### src/design/mt64_pkg.sv
`timescale 1ns / 1ps

package mt64_pkg;

	localparam int STATE_WORDS  = 312;
	localparam int SHIFT_OFFSET = 156;
	localparam int ADDR_W       = $clog2(STATE_WORDS);

	localparam logic [ADDR_W-1:0] LAST_ADDR = ADDR_W'(STATE_WORDS - 1);
	localparam logic [ADDR_W-1:0] SHIFT_ADDR = ADDR_W'(SHIFT_OFFSET);

	localparam logic [63:0] SEED_MULT   = 64'd6364136223846793005;
	localparam logic [63:0] TWIST_CONST = 64'hB502_6F5A_A966_19E9;
	localparam logic [63:0] HIGH_MASK   = 64'hFFFF_FFFF_8000_0000;
	localparam logic [63:0] LOW_MASK    = 64'h0000_0000_7FFF_FFFF;
	localparam logic [63:0] TEMPER_D    = 64'h5555_5555_5555_5555;
	localparam logic [63:0] TEMPER_B    = 64'h71D6_7FFF_EDA6_0000;
	localparam logic [63:0] TEMPER_C    = 64'hFFF7_EEE0_0000_0000;

	// One write into the state memory.
	typedef struct packed {
		logic              en;
		logic [ADDR_W-1:0] addr;
		logic [63:0]       data;
	} mt64_wr_t;

	// Seeding sequencer status toward the control logic.
	typedef struct packed {
		logic busy;
		logic first;
	} mt64_seed_stat_t;

	typedef enum logic [2:0] {
		SD_IDLE,
		SD_FIRST,
		SD_MUL_LL,
		SD_MUL_LH,
		SD_MUL_HL,
		SD_SUM
	} mt64_seed_state_t;

	typedef enum logic [1:0] {
		ST_SEED,
		ST_ISSUE,
		ST_RUN
	} mt64_state_t;

	function automatic logic [63:0] mt_mix(input logic [63:0] upper, input logic [63:0] lower,
		input logic [63:0] far);
		logic [63:0] y;
		logic [63:0] r;
		y = (upper & HIGH_MASK) | (lower & LOW_MASK);
		r = far ^ (y >> 1);
		if (y[0]) begin
			r = r ^ TWIST_CONST;
		end
		return r;
	endfunction

	function automatic logic [63:0] mt_temper(input logic [63:0] w);
		logic [63:0] x;
		x = w;
		x = x ^ ((x >> 29) & TEMPER_D);
		x = x ^ ((x << 17) & TEMPER_B);
		x = x ^ ((x << 37) & TEMPER_C);
		x = x ^ (x >> 43);
		return x;
	endfunction

endpackage

### src/design/mt64_seeder.sv
`timescale 1ns / 1ps

module mt64_seeder import mt64_pkg::*; (
	input  logic            clk,
	input  logic            arst_n,
	input  logic            start,
	input  logic [63:0]     seed,
	output mt64_wr_t        wr,
	output mt64_seed_stat_t stat
);

	mt64_seed_state_t state_q, state_d;
	logic [ADDR_W-1:0] k_q;
	logic [63:0]       p_q;
	logic [63:0]       acc_q;
	logic [31:0]       cross_q;
	logic [63:0]       x;
	logic [31:0]       mul_a;
	logic [31:0]       mul_b;
	logic [63:0]       mul_p;
	logic [63:0]       sum;

	assign x     = p_q ^ (p_q >> 62);
	assign mul_p = 64'(mul_a) * 64'(mul_b);
	assign sum   = acc_q + {cross_q, 32'h0} + 64'(k_q);

	always_ff @(posedge clk or negedge arst_n) begin
		if (!arst_n) begin
			state_q <= SD_FIRST;
			k_q     <= '0;
		end else begin
			state_q <= state_d;
			if (state_q == SD_FIRST) begin
				k_q <= ADDR_W'(1);
			end else if (state_q == SD_SUM) begin
				k_q <= k_q + ADDR_W'(1);
			end
		end
	end

	always_ff @(posedge clk) begin
		case (state_q)
			SD_FIRST:  p_q     <= seed;
			SD_MUL_LL: acc_q   <= mul_p;
			SD_MUL_LH: cross_q <= mul_p[31:0];
			SD_MUL_HL: cross_q <= cross_q + mul_p[31:0];
			SD_SUM:    p_q     <= sum;
			default: ;
		endcase
	end

	// The low half of the product needs only three 32-bit partial products.
	always_comb begin
		state_d    = state_q;
		mul_a      = SEED_MULT[31:0];
		mul_b      = x[31:0];
		wr.en      = 1'b0;
		wr.addr    = k_q;
		wr.data    = sum;
		stat.busy  = 1'b1;
		stat.first = 1'b0;
		case (state_q)
			SD_IDLE: begin
				stat.busy = 1'b0;
				if (start) begin
					state_d = SD_FIRST;
				end
			end
			SD_FIRST: begin
				wr.en      = 1'b1;
				wr.addr    = '0;
				wr.data    = seed;
				stat.first = 1'b1;
				state_d    = SD_MUL_LL;
			end
			SD_MUL_LL: begin
				state_d = SD_MUL_LH;
			end
			SD_MUL_LH: begin
				mul_b   = x[63:32];
				state_d = SD_MUL_HL;
			end
			SD_MUL_HL: begin
				mul_a   = SEED_MULT[63:32];
				state_d = SD_SUM;
			end
			SD_SUM: begin
				wr.en   = 1'b1;
				state_d = (k_q == LAST_ADDR) ? SD_IDLE : SD_MUL_LL;
			end
			default: begin
				state_d = SD_IDLE;
			end
		endcase
	end

	seed_last_stop: assert property (@(posedge clk) disable iff (!arst_n)
		(state_q == SD_SUM && k_q == LAST_ADDR) |=> (state_q == SD_IDLE))
	else $error("seeding did not stop after the last word");

	seed_k_range: assert property (@(posedge clk) disable iff (!arst_n)
		(state_q != SD_IDLE && state_q != SD_FIRST) |-> (k_q != '0))
	else $error("seeding index wrapped to zero");

	seed_first_write: assert property (@(posedge clk) disable iff (!arst_n)
		(state_q == SD_FIRST) |=> (state_q == SD_MUL_LL && k_q == ADDR_W'(1)))
	else $error("seeding did not advance from the first word");

endmodule

### config.mk
export PLATFORM = sky130hd
export DESIGN_NAME = mt64_seeder
export DESIGN_NICKNAME = d
export VERILOG_FILES = /design/src/design/mt64_pkg.sv /design/src/design/mt64_seeder.sv
export SDC_FILE = /design/constraint.sdc
export NUM_CORES = 2
export LEC_CHECK = 0
export ABC_AREA = 0
export CORE_MARGIN = 3
export CORE_UTILIZATION = 40
export CTS_BUF_LIST = sky130_fd_sc_hd__clkbuf_16
export CTS_CLUSTER_SIZE = 30
export DETAILED_ROUTE_END_ITERATION = 12
export DONT_BUFFER_PORTS = 1
export SYNTH_ARGS = -nofsm -noshare
export SYNTH_HDL_FRONTEND = slang
export SYNTH_SLANG_ARGS = --single-unit
export TNS_END_PERCENT = 10
### constraint.sdc
create_clock -name clk -period 14.38 [get_ports clk]
set_input_delay 1.438 -clock clk [delete_from_list [all_inputs] [get_ports clk]]
set_output_delay 1.438 -clock clk [all_outputs]
set_load 0.02 [all_outputs]
==> results.rst <==
.. list-table::
   :header-rows: 1

   * - Metric
     - Value
   * - Average detailed-routed wire length per instance
     - around 22 um
   * - Maximum number of pins on one net before global-route repair
     - between 70 and 80
   * - CP startpoint kind
     - flip-flop
   * - Worst Path Class, Setup
     - reg -> reg
   * - Endpoint class of the critical path
     - flip-flop
   * - Setup repair bufs after CTS
     - 0
   * - Overall routing resource usage
     - between 20% and 30%
   * - HP Class
     - reg -> reg
   * - Combined area of all synthesized cells
     - between 30000 and 40000 um2
   * - Initial antenna violation count
     - 1
   * - Max-cap viol count
     - 0
   * - Most used standard cells in the synthesized netlist
     - sky130_fd_sc_hd__inv_1 (645), sky130_fd_sc_hd__fa_1 (547), sky130_fd_sc_hd__ha_1 (512)
   * - Syn_area_per_cell
     - approximately 9.8 um2
   * - Overall via count from detail_route
     - about 24k
   * - FF+latch count, synth
     - 172
   * - Synth area leaders
     - sky130_fd_sc_hd__fa_1 (33%), sky130_fd_sc_hd__ha_1 (19%), sky130_fd_sc_hd__edfxtp_1 (14%)
   * - Final Wtd Congestion
     - just under 1
   * - Final sum of negative setup slack
     - 0 ns
   * - Final clock period utilization by the worst path
     - about four fifths
   * - Clk slew on worst S/H paths
     - 0.07 ns
   * - Number of distinct library cells after synthesis
     - a little over 70
   * - Count of input and output buffers
     - 0
   * - Number of enable-type register cells in the synthesized netlist
     - 160
   * - HPWL Detailed
     - between 80 and 90 mm
   * - Total Wirelength
     - 101 mm
   * - Setup-failing EPs final
     - 0
   * - Critical path data arrival time
     - 11.76 ns
   * - Peak fanout along the critical path
     - 27
   * - Starting density of the core
     - between 40 and 50%
   * - Post-DR vias/cell
     - roughly 5.4
   * - First DRT Iteration DRCs
     - 2010
   * - Required arrival time at the worst endpoint
     - between 10 and 15 ns
   * - Number of hold violations in the final report
     - 0
   * - Worst path max stage delay
     - between 0.7 and 0.8 ns
   * - ANT cells
     - 0
   * - Number of buffers inserted during clock tree synthesis
     - 17
   * - Ys flop type
     - sky130_fd_sc_hd__edfxtp_1
   * - Area share of the largest cell type after synthesis
     - around 33%
   * - Status
     - finished clean
   * - Post-layout util
     - between 40 and 50%
   * - H-tree levels
     - 4
   * - Setup slack after placement
     - 2.95 ns
   * - Post-route antenna net violation count
     - 0
   * - CTS resizes
     - 0
   * - Share of synthesized area occupied by flip-flops and latches
     - about 15%
   * - Area grow syn2layout
     - 6.05%
   * - TritonCTS clock tree
     - yes
   * - Total congestion overflow
     - 0
   * - Cell mode on critical path
     - sky130_fd_sc_hd__fa_1
   * - Fraction of registers with async set or reset after synthesis
     - 6.98%
   * - Area taken by multi-input logic gates
     - 25800 um2
   * - Number of top-level pins
     - between 100 and 150
   * - Total Die Area
     - between 80000 and 90000 um2
   * - Vias in the first global route
     - 25.3k
   * - Slowest stage cell, crit path
     - sky130_fd_sc_hd__mux2i_1
   * - Most frequently used cell type in the post-synthesis netlist
     - sky130_fd_sc_hd__inv_1
   * - Clock Tree Buf Depth
     - 2
   * - Max frequency
     - ~87 MHz
   * - Detailed Routing Iterations Pass 1
     - 5
   * - Worst-case setup margin in the final layout
     - roughly 2.8 ns
   * - Fraction of layout cells with a size suffix above 1
     - about 3.4%
   * - Global-route wire length before repair
     - ~160 mm
   * - Least-Margin Pin Slew
     - roughly 1 ns
   * - Unrepaired setup endpoints after global routing
     - no
   * - Cell type contributing the most total cell area after synthesis
     - sky130_fd_sc_hd__fa_1
   * - Area of the placeable core
     - 82600 um2
   * - Fill count
     - approximately 8.0k
   * - CTS root buffer
     - sky130_fd_sc_hd__clkbuf_16
   * - Number of buffers added to fix hold violations after cts
     - 0
   * - Clock tree sinks
     - approximately 170
   * - Sequential cell area
     - around 5000 um2
   * - Total number of nets in the final design
     - roughly 4.5k
   * - Number of max-slew violations in the final report
     - 0
   * - Count of unresolved DRC violations after routing
     - 0
   * - Gate Count Post-Synth
     - around 3.4k
   * - Height of the chip
     - approximately 300 um
   * - Cell Rows
     - about 110
   * - Min Clock Period, post-route
     - roughly 12 ns
   * - Normalized max-slew margin
     - between 30 and 40%
   * - Worst Skew
     - ~0.018 ns
   * - Yosys warnings
     - 0
   * - Die outline width
     - slightly below 300 um
   * - Insertion delay to the later sink of the worst-skew pair
     - 0.47 ns
## flip-flops by register name, indices dropped and copies added (netlist names)
register	flops
acc_q	64
p_q	64
k_q	9
state_q	3
cross_q	32
## path summary, 6_finish.rpt
kind                                  from          end  slack, ns  depth (start not counted)
min in group asynchronous           arst_n       k_q[0]       0.66                          0
worst max-delay path            state_q[2]  cross_q[31]       2.82                         34
worst min register to register  state_q[1]   state_q[0]       0.53                          1
worst max register to register  state_q[2]  cross_q[31]       2.82                         34
worst min-delay path            state_q[1]   state_q[0]       0.53                          1
max in group asynchronous           arst_n   state_q[0]      13.53                          0
## critical path: cells and delay by family, from the launching register on
| kind | cells | cell delay (ns) |
|---|---|---|
| compound gates | 7 | 1.95 |
| xor+xnor | 2 | 0.43 |
| fa+ha+maj | 10 | 4.16 |
| buf+inv | 6 | 1.45 |
| flops | 1 | 0.77 |
| mux | 2 | 1.01 |
| simple gates | 7 | 1.48 |
## logic make-up (layout without fill, tap and decap cells)
family	count (synthesis)	in the layout	synth area share (%)
fa+ha+maj	1059	1059	51.7
flops	172	172	15.2
simple gates	673	673	9.01
other cells	2	31	0.0224
buf+inv	745	723	8.33
mux	37	37	1.13
compound gates	580	580	10.5
xor+xnor	155	155	4.05
## cells in the final DEF, fill, tap and decap left out, types with 14 or more instances in the layout
master and n:
sky130_fd_sc_hd__nor3_1 33, sky130_fd_sc_hd__nand2b_1 20, sky130_fd_sc_hd__conb_1 31, sky130_fd_sc_hd__clkbuf_16 17, sky130_fd_sc_hd__inv_1 646, sky130_fd_sc_hd__mux2i_1 31
sky130_fd_sc_hd__xor2_1 69, sky130_fd_sc_hd__o21bai_1 26, sky130_fd_sc_hd__a31oi_1 20, sky130_fd_sc_hd__nand3_1 50, sky130_fd_sc_hd__or2_2 18, sky130_fd_sc_hd__and3_1 14
sky130_fd_sc_hd__edfxtp_1 160, sky130_fd_sc_hd__o21ai_0 193, sky130_fd_sc_hd__nand2_1 248, sky130_fd_sc_hd__buf_4 44, sky130_fd_sc_hd__ha_1 512, sky130_fd_sc_hd__o21a_1 16
sky130_fd_sc_hd__fa_1 547, sky130_fd_sc_hd__a21oi_1 166, sky130_fd_sc_hd__xnor2_1 86, sky130_fd_sc_hd__nor2b_1 15, sky130_fd_sc_hd__nor2_1 201, sky130_fd_sc_hd__a21o_1 68
sky130_fd_sc_hd__nand4_1 29
## layer usage
layer,track usage [%],part of all wire [%],vias up
met5,0,0,-
met4,5.34,2.3,0
met3,3.37,6.6,107
met2,38.3,46,813
met1,34.0,45,12100
li1,-,-,11200
## per-stage QoR
| step | instances | area [um2] | hold slack, ns |
|---|---|---|---|
| 2_1_floorplan | 3452 | 33700 | 0.476 |
| 3_3_place_gp | 4468 | 35000 | 0.521 |
| 3_5_place_dp | 4468 | 35000 | 0.522 |
| 4_1_cts | 4500 | 35600 | 0.532 |
| 5_1_grt | 4500 | 35600 | 0.589 |
| 6_report | 4500 | 35600 | 0.535 |
## area by class of cell
type | instances | share of cell area [%]
inverters | 647 | 6.83
well taps | 1070 | 3.76
multi-input cells | 2535 | 72.5
clock buffers | 17 | 1.20
repair buffers | 44 | 0.928
clock inverters | 15 | 0.471
flip-flops and latches | 172 | 14.4
Power is not shown: default switching activity piles up to over one toggle a cycle in this logic, so the estimate is an artifact.
